### config.mk
export PLATFORM = sky130hd
export DESIGN_NAME = rpm_meter_period_filter_top
export DESIGN_NICKNAME = d
export VERILOG_FILES = /design/src/rpmf_pkg.sv /design/src/rpm_meter_period_filter_top.sv /design/src/rpmf_ctrl.sv /design/src/rpmf_datapath.sv
export VERILOG_INCLUDE_DIRS = /design/src /design/src/src
export SDC_FILE = /design/constraint.sdc
export NUM_CORES = 1
export LEC_CHECK = 0
export BUFFER_PORTS_ARGS = -buffer_cell sky130_fd_sc_hd__buf_2
export CAP_MARGIN = 20
export CORE_MARGIN = 2
export CORE_UTILIZATION = 50
export DETAILED_ROUTE_END_ITERATION = 10
export GPL_TIMING_DRIVEN = 0
export HOLD_SLACK_MARGIN = 0.15
export PLACE_DENSITY = 0.72
export RECOVER_POWER = 100
export SLEW_MARGIN = 20
export SYNTH_ARGS = -nofsm -noshare
export SYNTH_HDL_FRONTEND = slang
export SYNTH_SLANG_ARGS = --single-unit
export TNS_END_PERCENT = 100
### constraint.sdc
create_clock -name clk_i -period 11.2 [get_ports clk_i]
set_clock_uncertainty 0.2 [all_clocks]
set_input_delay 1.12 -clock clk_i [delete_from_list [all_inputs] [get_ports clk_i]]
set_output_delay 1.12 -clock clk_i [all_outputs]
set_load 0.01 [all_outputs]
### src/assert_macros.svh
// Assertion macros shared by the tachometer RTL.
// Needs clk_i, and rst_ni for RPMF_ASSERT, in the scope where a macro is used.
`ifndef ASSERT_MACROS_SVH
`define ASSERT_MACROS_SVH

// Clocked property, switched off while reset is asserted.
`define RPMF_ASSERT(name, prop, msg) \
  name: assert property (@(posedge clk_i) disable iff (!rst_ni) prop) else $error(msg);

// Clocked property that is also checked during reset.
`define RPMF_ASSERT_ALWAYS(name, prop, msg) \
  name: assert property (@(posedge clk_i) prop) else $error(msg);

`endif

### src/rpmf_pkg.sv
// Package for the tachometer period filter: widths, register indexes,
// controller/datapath command and status types and the segment table.
`timescale 1ns / 1ps

package rpmf_pkg;

  localparam int TIMER_BITS_DEFAULT = 16;
  localparam int CAP_W  = 16;
  localparam int NUM_W  = 26;
  localparam int RPM_W  = 14;
  localparam int CHG_W  = 8;
  localparam int OVF_W  = 4;
  localparam int SEG_W  = 7;
  localparam int CFG_IDX_W = 3;
  localparam int CFG_DATA_W = 26;
  localparam int BCD_W  = 20;

  localparam logic [CFG_IDX_W-1:0] CFG_NUMERATOR = 3'd0;
  localparam logic [CFG_IDX_W-1:0] CFG_MAX_RPM   = 3'd1;
  localparam logic [CFG_IDX_W-1:0] CFG_MIN_CHG   = 3'd2;
  localparam logic [CFG_IDX_W-1:0] CFG_HIGH_BAND = 3'd3;
  localparam logic [CFG_IDX_W-1:0] CFG_MAX_JUMP  = 3'd4;
  localparam logic [CFG_IDX_W-1:0] CFG_TIMEOUT   = 3'd5;

  localparam logic [NUM_W-1:0] NUMERATOR_RST = 26'd60000000;
  localparam logic [RPM_W-1:0] MAX_RPM_RST   = 14'd7000;
  localparam logic [CHG_W-1:0] MIN_CHG_RST   = 8'd3;
  localparam logic [RPM_W-1:0] HIGH_BAND_RST = 14'd5700;
  localparam logic [RPM_W-1:0] MAX_JUMP_RST  = 14'd175;
  localparam logic [OVF_W-1:0] TIMEOUT_RST   = 4'd7;

  localparam logic CMD_OVERFLOW = 1'b0;
  localparam logic CMD_CAPTURE  = 1'b1;

  typedef struct packed {
    logic accept;
    logic div_step;
    logic filt;
    logic bcd_init;
    logic bcd_step;
    logic out_load;
  } rpmf_cmd_t;

  typedef struct packed {
    logic period_zero;
  } rpmf_status_t;

  function automatic logic [SEG_W-1:0] seg_of(logic [3:0] d);
    logic [SEG_W-1:0] s;
    unique case (d)
      4'd0:    s = 7'h3F;
      4'd1:    s = 7'h06;
      4'd2:    s = 7'h5B;
      4'd3:    s = 7'h4F;
      4'd4:    s = 7'h66;
      4'd5:    s = 7'h6D;
      4'd6:    s = 7'h7D;
      4'd7:    s = 7'h07;
      4'd8:    s = 7'h7F;
      4'd9:    s = 7'h6F;
      default: s = '0;
    endcase
    return s;
  endfunction

endpackage

### src/rpm_meter_period_filter_top.sv
// Top level of the tachometer period filter.
// Instantiates rpmf_ctrl and rpmf_datapath; uses rpmf_pkg.
//
// Usage: each input item is either a timer overflow (cmd_i = 0) or a capture
// (cmd_i = 1, capture_value_i holds the latched count). Every item gives one
// result: the shown rpm, four seven-segment codes and the stopped flag.
// Items are taken on the in channel (in_valid_i, in_stall_o) and results
// leave on the out channel (out_valid_o, out_stall_i); an item moves on a
// clock edge with valid high and stall low.
// The block works on one item at a time. An accepted overflow item passes
// S_BCD_INIT, S_BCD and S_OUT; a capture first passes S_CHECK and, unless its
// period is zero, S_DIV (the one-bit-per-cycle restoring divider) and S_FILT.
// S_BCD is the two-bit-per-cycle decimal conversion. The edge on which S_OUT
// finds the output free registers the result and makes the block ready again.
// The result sits in an output register, so the next item is taken while a
// result is still waiting; if the receiver keeps stalling, the following
// result waits in the block and in_stall_o stays high.
// Reset loads the default configuration and clears the overflow count, the
// shown rpm and the stopped flag. Configuration is written on cfg_we_i.
`timescale 1ns / 1ps

module rpm_meter_period_filter_top
  import rpmf_pkg::*;
#(
  parameter int TIMER_BITS = TIMER_BITS_DEFAULT
) (
  input  logic                  clk_i,
  input  logic                  rst_ni,
  input  logic                  cfg_we_i,
  input  logic [CFG_IDX_W-1:0]  cfg_idx_i,
  input  logic [CFG_DATA_W-1:0] cfg_data_i,
  input  logic                  in_valid_i,
  output logic                  in_stall_o,
  input  logic                  cmd_i,
  input  logic [CAP_W-1:0]      capture_value_i,
  output logic                  out_valid_o,
  input  logic                  out_stall_i,
  output logic [RPM_W-1:0]      rpm_o,
  output logic [SEG_W-1:0]      seg_thousands_o,
  output logic [SEG_W-1:0]      seg_hundreds_o,
  output logic [SEG_W-1:0]      seg_tens_o,
  output logic [SEG_W-1:0]      seg_ones_o,
  output logic                  stopped_o
);

  rpmf_cmd_t    cmd;
  rpmf_status_t status;

  rpmf_ctrl u_ctrl (
    .clk_i       (clk_i),
    .rst_ni      (rst_ni),
    .in_valid_i  (in_valid_i),
    .in_stall_o  (in_stall_o),
    .cmd_i       (cmd_i),
    .out_valid_o (out_valid_o),
    .out_stall_i (out_stall_i),
    .status_i    (status),
    .cmd_o       (cmd)
  );

  rpmf_datapath #(
    .TIMER_BITS (TIMER_BITS)
  ) u_datapath (
    .clk_i           (clk_i),
    .rst_ni          (rst_ni),
    .cfg_we_i        (cfg_we_i),
    .cfg_idx_i       (cfg_idx_i),
    .cfg_data_i      (cfg_data_i),
    .cmd_i           (cmd_i),
    .capture_value_i (capture_value_i),
    .cmd_in_i        (cmd),
    .status_o        (status),
    .rpm_o           (rpm_o),
    .seg_thousands_o (seg_thousands_o),
    .seg_hundreds_o  (seg_hundreds_o),
    .seg_tens_o      (seg_tens_o),
    .seg_ones_o      (seg_ones_o),
    .stopped_o       (stopped_o)
  );

endmodule

### src/rpmf_ctrl.sv
// Controller state machine of the tachometer: sequences division, filter,
// binary-to-decimal conversion and the output register. Uses rpmf_pkg.
`timescale 1ns / 1ps
`include "assert_macros.svh"

module rpmf_ctrl
  import rpmf_pkg::*;
(
  input  logic         clk_i,
  input  logic         rst_ni,
  input  logic         in_valid_i,
  output logic         in_stall_o,
  input  logic         cmd_i,
  output logic         out_valid_o,
  input  logic         out_stall_i,
  input  rpmf_status_t status_i,
  output rpmf_cmd_t    cmd_o
);

  localparam int CNT_W = $clog2(NUM_W);
  localparam int BCD_STEPS = RPM_W / 2;

  typedef enum logic [2:0] {
    S_IDLE,
    S_CHECK,
    S_DIV,
    S_FILT,
    S_BCD_INIT,
    S_BCD,
    S_OUT
  } state_e;

  state_e           state_q;
  logic [CNT_W-1:0] cnt_q;
  logic             out_valid_q;
  logic             out_valid_d;
  logic             accept;
  logic             slot_free;

  assign in_stall_o  = (state_q != S_IDLE);
  assign accept      = in_valid_i && !in_stall_o;
  assign slot_free   = !out_valid_q || !out_stall_i;
  assign out_valid_o = out_valid_q;

  // A waiting result stays until taken; a new one is loaded as the slot frees.
  assign out_valid_d = ((state_q == S_OUT) && slot_free) || (out_valid_q && out_stall_i);

  always_comb begin
    cmd_o          = '0;
    cmd_o.accept   = accept;
    cmd_o.div_step = (state_q == S_DIV);
    cmd_o.filt     = (state_q == S_FILT);
    cmd_o.bcd_init = (state_q == S_BCD_INIT);
    cmd_o.bcd_step = (state_q == S_BCD);
    cmd_o.out_load = (state_q == S_OUT) && slot_free;
  end

  always_ff @(posedge clk_i or negedge rst_ni) begin
    if (!rst_ni) begin
      state_q     <= S_IDLE;
      cnt_q       <= '0;
      out_valid_q <= 1'b0;
    end else begin
      out_valid_q <= out_valid_d;
      unique case (state_q)
        S_IDLE: begin
          if (accept) begin
            state_q <= (cmd_i == CMD_CAPTURE) ? S_CHECK : S_BCD_INIT;
          end
        end
        S_CHECK: begin
          cnt_q   <= '0;
          state_q <= status_i.period_zero ? S_BCD_INIT : S_DIV;
        end
        S_DIV: begin
          if (cnt_q == CNT_W'(NUM_W - 1)) begin
            state_q <= S_FILT;
          end else begin
            cnt_q <= cnt_q + 1'b1;
          end
        end
        S_FILT: begin
          state_q <= S_BCD_INIT;
        end
        S_BCD_INIT: begin
          cnt_q   <= '0;
          state_q <= S_BCD;
        end
        S_BCD: begin
          if (cnt_q == CNT_W'(BCD_STEPS - 1)) begin
            state_q <= S_OUT;
          end else begin
            cnt_q <= cnt_q + 1'b1;
          end
        end
        S_OUT: begin
          if (slot_free) begin
            state_q <= S_IDLE;
          end
        end
        default: state_q <= S_IDLE;
      endcase
    end
  end

  `RPMF_ASSERT(a_accept_goes_busy, accept |=> in_stall_o, "item accepted but block not busy")
  `RPMF_ASSERT(a_result_from_out, $rose(out_valid_q) |-> $past(state_q == S_OUT),
               "result shown outside the output state")
  `RPMF_ASSERT(a_div_count, (state_q == S_DIV) |-> (cnt_q < CNT_W'(NUM_W)),
               "division step count out of range")

endmodule

### src/rpmf_datapath.sv
// Datapath of the tachometer: configuration registers, overflow counter,
// period former, restoring divider, plausibility filter, decimal conversion
// and the output register. Uses rpmf_pkg.
`timescale 1ns / 1ps
`include "assert_macros.svh"

module rpmf_datapath
  import rpmf_pkg::*;
#(
  parameter int TIMER_BITS = TIMER_BITS_DEFAULT
) (
  input  logic                  clk_i,
  input  logic                  rst_ni,
  input  logic                  cfg_we_i,
  input  logic [CFG_IDX_W-1:0]  cfg_idx_i,
  input  logic [CFG_DATA_W-1:0] cfg_data_i,
  input  logic                  cmd_i,
  input  logic [CAP_W-1:0]      capture_value_i,
  input  rpmf_cmd_t             cmd_in_i,
  output rpmf_status_t          status_o,
  output logic [RPM_W-1:0]      rpm_o,
  output logic [SEG_W-1:0]      seg_thousands_o,
  output logic [SEG_W-1:0]      seg_hundreds_o,
  output logic [SEG_W-1:0]      seg_tens_o,
  output logic [SEG_W-1:0]      seg_ones_o,
  output logic                  stopped_o
);

  // Period holds up to (timeout + 1) timer wraps plus the capture.
  localparam int PW = ((TIMER_BITS > CAP_W) ? TIMER_BITS : CAP_W) + OVF_W + 1;
  localparam logic [PW-1:0] TIMER_MAX = PW'((64'd1 << TIMER_BITS) - 64'd1);
  localparam int DD_W = BCD_W + RPM_W;

  logic [NUM_W-1:0] numerator_q;
  logic [RPM_W-1:0] max_rpm_q, high_band_q, max_jump_q;
  logic [CHG_W-1:0] min_chg_q;
  logic [OVF_W-1:0] timeout_q;

  logic [OVF_W-1:0] ovf_q;
  logic             stopped_q;
  logic [RPM_W-1:0] shown_q;
  logic [PW-1:0]    period_q;
  logic [PW-1:0]    rem_q;
  logic [NUM_W-1:0] quot_q;
  logic [DD_W-1:0]  dd_q;

  logic [RPM_W-1:0] rpm_out_q;
  logic [SEG_W-1:0] seg_th_q, seg_hu_q, seg_te_q, seg_on_q;
  logic             stopped_out_q;

  logic [OVF_W:0]   ovf_sum;
  logic [PW-1:0]    period_d;
  logic [PW:0]      trial;
  logic [PW:0]      trial_sub;
  logic             trial_ge;
  logic [NUM_W-1:0] diff;
  logic             cand_ok;
  logic [3:0]       d_tt, d_th, d_hu, d_te, d_on;

  function automatic logic [DD_W-1:0] dd_bit(logic [DD_W-1:0] v);
    logic [DD_W-1:0] r;
    r = v;
    for (int k = 0; k < BCD_W / 4; k++) begin
      if (r[RPM_W + 4*k +: 4] >= 4'd5) begin
        r[RPM_W + 4*k +: 4] = r[RPM_W + 4*k +: 4] + 4'd3;
      end
    end
    return {r[DD_W-2:0], 1'b0};
  endfunction

  assign ovf_sum  = {1'b0, ovf_q} + {{OVF_W{1'b0}}, stopped_q};
  assign period_d = (PW'(ovf_sum) << TIMER_BITS) - PW'(ovf_sum)
                  + (PW'(capture_value_i) & TIMER_MAX);

  assign trial     = {rem_q, quot_q[NUM_W-1]};
  assign trial_ge  = (trial >= {1'b0, period_q});
  assign trial_sub = trial - {1'b0, period_q};

  assign diff = (quot_q >= NUM_W'(shown_q)) ? (quot_q - NUM_W'(shown_q))
                                            : (NUM_W'(shown_q) - quot_q);
  assign cand_ok = (quot_q < NUM_W'(max_rpm_q)) && (diff >= NUM_W'(min_chg_q)) &&
                   ((quot_q <= NUM_W'(high_band_q)) || (diff < NUM_W'(max_jump_q)));

  assign status_o.period_zero = (period_q == '0);

  assign d_tt = dd_q[RPM_W + 16 +: 4];
  assign d_th = dd_q[RPM_W + 12 +: 4];
  assign d_hu = dd_q[RPM_W + 8 +: 4];
  assign d_te = dd_q[RPM_W + 4 +: 4];
  assign d_on = dd_q[RPM_W +: 4];

  always_ff @(posedge clk_i or negedge rst_ni) begin
    if (!rst_ni) begin
      numerator_q <= NUMERATOR_RST;
      max_rpm_q   <= MAX_RPM_RST;
      min_chg_q   <= MIN_CHG_RST;
      high_band_q <= HIGH_BAND_RST;
      max_jump_q  <= MAX_JUMP_RST;
      timeout_q   <= TIMEOUT_RST;
      ovf_q       <= '0;
      stopped_q   <= 1'b0;
      shown_q     <= '0;
    end else begin
      if (cfg_we_i) begin
        unique case (cfg_idx_i)
          CFG_NUMERATOR: numerator_q <= cfg_data_i[NUM_W-1:0];
          CFG_MAX_RPM:   max_rpm_q   <= cfg_data_i[RPM_W-1:0];
          CFG_MIN_CHG:   min_chg_q   <= cfg_data_i[CHG_W-1:0];
          CFG_HIGH_BAND: high_band_q <= cfg_data_i[RPM_W-1:0];
          CFG_MAX_JUMP:  max_jump_q  <= cfg_data_i[RPM_W-1:0];
          CFG_TIMEOUT:   timeout_q   <= cfg_data_i[OVF_W-1:0];
          default: ;
        endcase
      end
      if (cmd_in_i.accept) begin
        if (cmd_i == CMD_OVERFLOW) begin
          if (ovf_q < timeout_q) begin
            ovf_q <= ovf_q + 1'b1;
          end else begin
            stopped_q <= 1'b1;
            shown_q   <= '0;
          end
        end else begin
          ovf_q     <= '0;
          stopped_q <= 1'b0;
        end
      end
      if (cmd_in_i.filt && cand_ok) begin
        shown_q <= quot_q[RPM_W-1:0];
      end
    end
  end

  // Working registers of the divider and converter and the output register carry no reset.
  always_ff @(posedge clk_i) begin
    if (cmd_in_i.accept) begin
      period_q <= period_d;
      rem_q    <= '0;
      quot_q   <= numerator_q;
    end else if (cmd_in_i.div_step) begin
      rem_q  <= trial_ge ? trial_sub[PW-1:0] : trial[PW-1:0];
      quot_q <= {quot_q[NUM_W-2:0], trial_ge};
    end
    if (cmd_in_i.bcd_init) begin
      dd_q <= {{BCD_W{1'b0}}, shown_q};
    end else if (cmd_in_i.bcd_step) begin
      dd_q <= dd_bit(dd_bit(dd_q));
    end
    if (cmd_in_i.out_load) begin
      rpm_out_q     <= shown_q;
      seg_th_q      <= (d_tt != 4'd0) ? '0 : seg_of(d_th);
      seg_hu_q      <= seg_of(d_hu);
      seg_te_q      <= seg_of(d_te);
      seg_on_q      <= seg_of(d_on);
      stopped_out_q <= stopped_q;
    end
  end

  assign rpm_o           = rpm_out_q;
  assign seg_thousands_o = seg_th_q;
  assign seg_hundreds_o  = seg_hu_q;
  assign seg_tens_o      = seg_te_q;
  assign seg_ones_o      = seg_on_q;
  assign stopped_o       = stopped_out_q;

  `RPMF_ASSERT_ALWAYS(a_stop_zero, stopped_q |-> (shown_q == '0),
                      "motor stopped but shown rpm is not zero")
  `RPMF_ASSERT(a_shown_change, (shown_q != $past(shown_q)) |-> ((shown_q == '0) || $past(cmd_in_i.filt)),
               "shown rpm changed outside the filter step")

endmodule

==> metrics <==
reg-to-reg startpoint=u_datapath.quot_q[0]$_DFFE_PP_; Fillers=around 2.8k; dpl hpwl=29,200 um; Via-to-Cell Ratio=about 5.6; H-tree depth=1; clock power share=0.186; setup bufs post-CTS=0; GRT overflow=0; CP Launch Point=u_datapath.quot_q[0]$_DFFE_PP_; CP Buf/Inv Count=4; sequential fraction of design power=0.313; Seq/Total Area, Yosys=0.422; area of the mapped netlist=~16,000 um2; Tmin final=6.95 ns; count of cell types in the netlist=79; final setup vio count=0; final antenna-violating net count=0; Worst slew margin=-0.980; cts repair resizes=0; simple-gate share of the synthesized area=0.136; maximum clock insertion buffer count=3; Root Buffer=clkbuf_16; I/O pins=96; Hold Crit Depth=2; multiplexer area fraction after synthesis=0.0772; status=complete, but fails checks; CP max-delay cell=o221ai_1; Reg2Reg Depth=21; die height=between 150 and 200 um; CTS Buf Count=28; antenna violations before repair=0; CP startpoint kind=register; min-delay src=u_datapath.rem_q[10]$_SDFFE_PP0P_; combinational share of power=0.501; top_reg_cell synth=edfxtp_1; fin crit share=0.620; Crit. End Element=register; Post-synth ARST share=0.427; largest family of logic cells by synthesized area=compound AO/OA/AOI/OAI gates; violated checks=capacitance limit, slew limit; pin count of the biggest net entering global routing=56; Port Buffer Count=between 90 and 100; r2r endpoint=u_datapath.shown_q[11]$_DFFE_PN0P_; All-Layer GR Usage=0.228; pwr/cell area=284 nW/um2; warnings from Yosys=0; Adder-Cell Fraction of Synth Area=0.123; area grow syn2layout=11.5%; EDFF count, synth=104; DRT iter0 DRCs=915; Lkg Pwr=7.69 nW; flops & latches, synth=253; internal power=2.93 mW; CTS tree=yes; vias in the first global route=12.2k; Max VDD drop=between 0.1 and 0.15 mV; drt pass-1 iters=5; CTS hold repair buffers=0; Starting Density=0.505; sw power=~2.1 mW; Placer Congestion=just over 0.9; Worst Path Required=11.46 ns; Synth Instances=1,651; R2R setup slack=4.25 ns; # rows=65; multi-input logic area=8300 um2; Net Count, Synth=1,856; Reg area=6690 um2; layout net count=approximately 2.0k; WL per Instance=17.1 um; RSZ-0062 raised after global routing=false; share of cells above drive strength 1=0.121; global-route wire length before repair=61,600 um; cell family with most CP delay=compound AO/OA/AOI/OAI gates; Avg Cell Area, Syn=9.61 um2; crit path DAT=7.20 ns; max-slew violation count=141; Sw Ratio=0.418; area of the die=33,200 um2; Final Hold Violating Endpoints=0; total core area=31,400 um2; Fin Setup TNS=0 ns; crit-path cells=inv_1, ha_1, inv_1, fa_1, a211oi_1, o21ai_0, a22oi_1, nand2_1, clkbuf_1, a211oi_1, a21oi_1, xor2_1, ha_1, o21ai_0, a21o_1, a21oi_1, or3_1, or4_1, o221ai_1, clkbuf_1, mux2i_1; Ant. Diodes=0; vias=12.4k; max frequency=144 MHz; max-cap violations=3; Hold Path End=u_datapath.rem_q[10]$_SDFFE_PP0P_; Worst Path Max Fanout=10; Worst path max stage delay=0.76 ns; clock-pin transition on the worst setup and hold timing paths=roughly 0.06 ns; Worst Max-Slew Pin Slew=between 2 and 3 ns; WS Path Type=reg2reg; Clock Sinks=253; HP Class=reg2reg; post-synthesis compound-gate area fraction=0.152; clock network latency to the later pin of the worst-skew pair=0.56 ns; post-synthesis xor/xnor area fraction=0.0364; Fin Hold WS=0.287 ns; Total Routed Length=37,600 um; DRC Markers=0; die width=between 150 and 200 um
[cell usage in the layout (no fill, tap or decap), types with 8 or more instances in the layout]
master,instances
nand3_1,18
edfxtp_1,104
xor2_1,25
nor3_1,26
dfstp_2,33
o21a_1,14
a211oi_1,12
nand2_1,197
clkbuf_1,98
nand2b_1,26
buf_2,57
nand4_1,17
xnor2_1,41
o22ai_1,24
or3_1,10
a21oi_1,98
o211ai_1,8
a21o_1,40
ha_1,150
nor2b_1,9
o21ai_0,146
mux2i_1,48
nor2_1,99
nor3b_1,8
dfrtp_1,75
inv_1,151
mux2_2,65
clkbuf_16,28
dfxtp_1,41
[cells by family (layout without fill, tap and decap cells)]
family	Yosys count	count (layout)
xor gates and xnor gates	66	66
AOI/OAI and AO/OA	399	399
DFF	253	253
muxes	114	114
buffers and inverters	210	359
adders and majority gates	154	154
and+or+nand+nor	455	455
[cell type report]
| cell class | instances | area share |
|---|---|---|
| inverter | 152 | 0.0323 |
| clock buffer | 35 | 0.0417 |
| sequential | 253 | 0.378 |
| multi-input combinational | 1188 | 0.470 |
| buffer | 58 | 0.0147 |
| timing repair buffer | 97 | 0.0239 |
| tap | 402 | 0.0284 |
| clock inverter | 17 | 0.0112 |
[metal layers]
metal	wire [um]	GRT usage
met1	17400	0.317
met2	17100	0.370
met3	2120	0.0317
met4	1060	0.0706
met5	0	0
[worst max-delay path by stage]
stage,to,slack [ns],cells after the start
after floorplan,u_datapath.shown_q[10]$_DFFE_PN0P_,6.41,21
after global placement,u_datapath.shown_q[12]$_DFFE_PN0P_,5.26,21
after detailed placement,u_datapath.shown_q[11]$_DFFE_PN0P_,5.18,21
after CTS,u_datapath.shown_q[11]$_DFFE_PN0P_,5.13,21
after global routing,u_datapath.shown_q[8]$_DFFE_PN0P_,3.61,21
final,u_datapath.shown_q[11]$_DFFE_PN0P_,4.25,21
[flip-flops by register name (all words and copies together), names as in the netlist, 21 cells and up]
name,flops
u_datapath.quot_q,26
u_datapath.rem_q,21
u_datapath.numerator_q,26
u_datapath.period_q,21
u_datapath.dd_q,34
[cells in the mapped netlist, drive strengths merged, types with 13 or more instances]
| library cell | instances | share of area |
|---|---|---|
| mux2i | 48 | 0.030 |
| dfxtp | 41 | 0.052 |
| clkbuf | 39 | 0.0092 |
| edfxtp | 104 | 0.20 |
| nand2b | 26 | 0.010 |
| inv | 151 | 0.036 |
| nand4 | 18 | 0.0080 |
| a21oi | 98 | 0.031 |
| nor3 | 26 | 0.0082 |
| o21a | 14 | 0.0066 |
| xor2 | 25 | 0.014 |
| dfrtp | 75 | 0.12 |
| nand3 | 18 | 0.0057 |
| buf | 19 | 0.0082 |
| a21o | 40 | 0.019 |
| nor2 | 99 | 0.023 |
| xnor2 | 41 | 0.023 |
| o22ai | 24 | 0.0095 |
| mux2 | 66 | 0.047 |
| ha | 150 | 0.12 |
| a211oi | 13 | 0.0065 |
| o21ai | 148 | 0.047 |
| nand2 | 198 | 0.047 |
| dfstp | 33 | 0.055 |
[metrics by stage]
stage	utilization	area, um2	total power, mW	setup WS [ns]	instances
6_report	0.563	17700	5.03	4.25	2202
3_3_place_gp	0.536	16800	3.99	5.26	2147
3_5_place_dp	0.539	16900	4.10	5.18	2150
4_1_cts	0.569	17900	5.06	5.13	2202
2_1_floorplan	-	15900	3.42	6.41	1651
5_1_grt	0.563	17700	5.46	3.61	2202
[power groups by stage]
stage / combinational [mW] / clock [mW] / sequential, mW
2_1_floorplan: 1.90 / 0 / 1.53
3_3_place_gp: 2.42 / 0 / 1.58
3_5_place_dp: 2.51 / 0 / 1.59
4_1_cts: 2.54 / 0.955 / 1.57
5_1_grt: 2.86 / 0.993 / 1.61
6_report: 2.52 / 0.935 / 1.57
[tightest hold or removal path: cells and delay by family, from the launching register on]
family / cells / cell delay (ns)
flops: 1 / 0.32
simple gates: 1 / 0.05
compound gates: 1 / 0.06
Note: power is estimated with default switching activity, not from simulation.
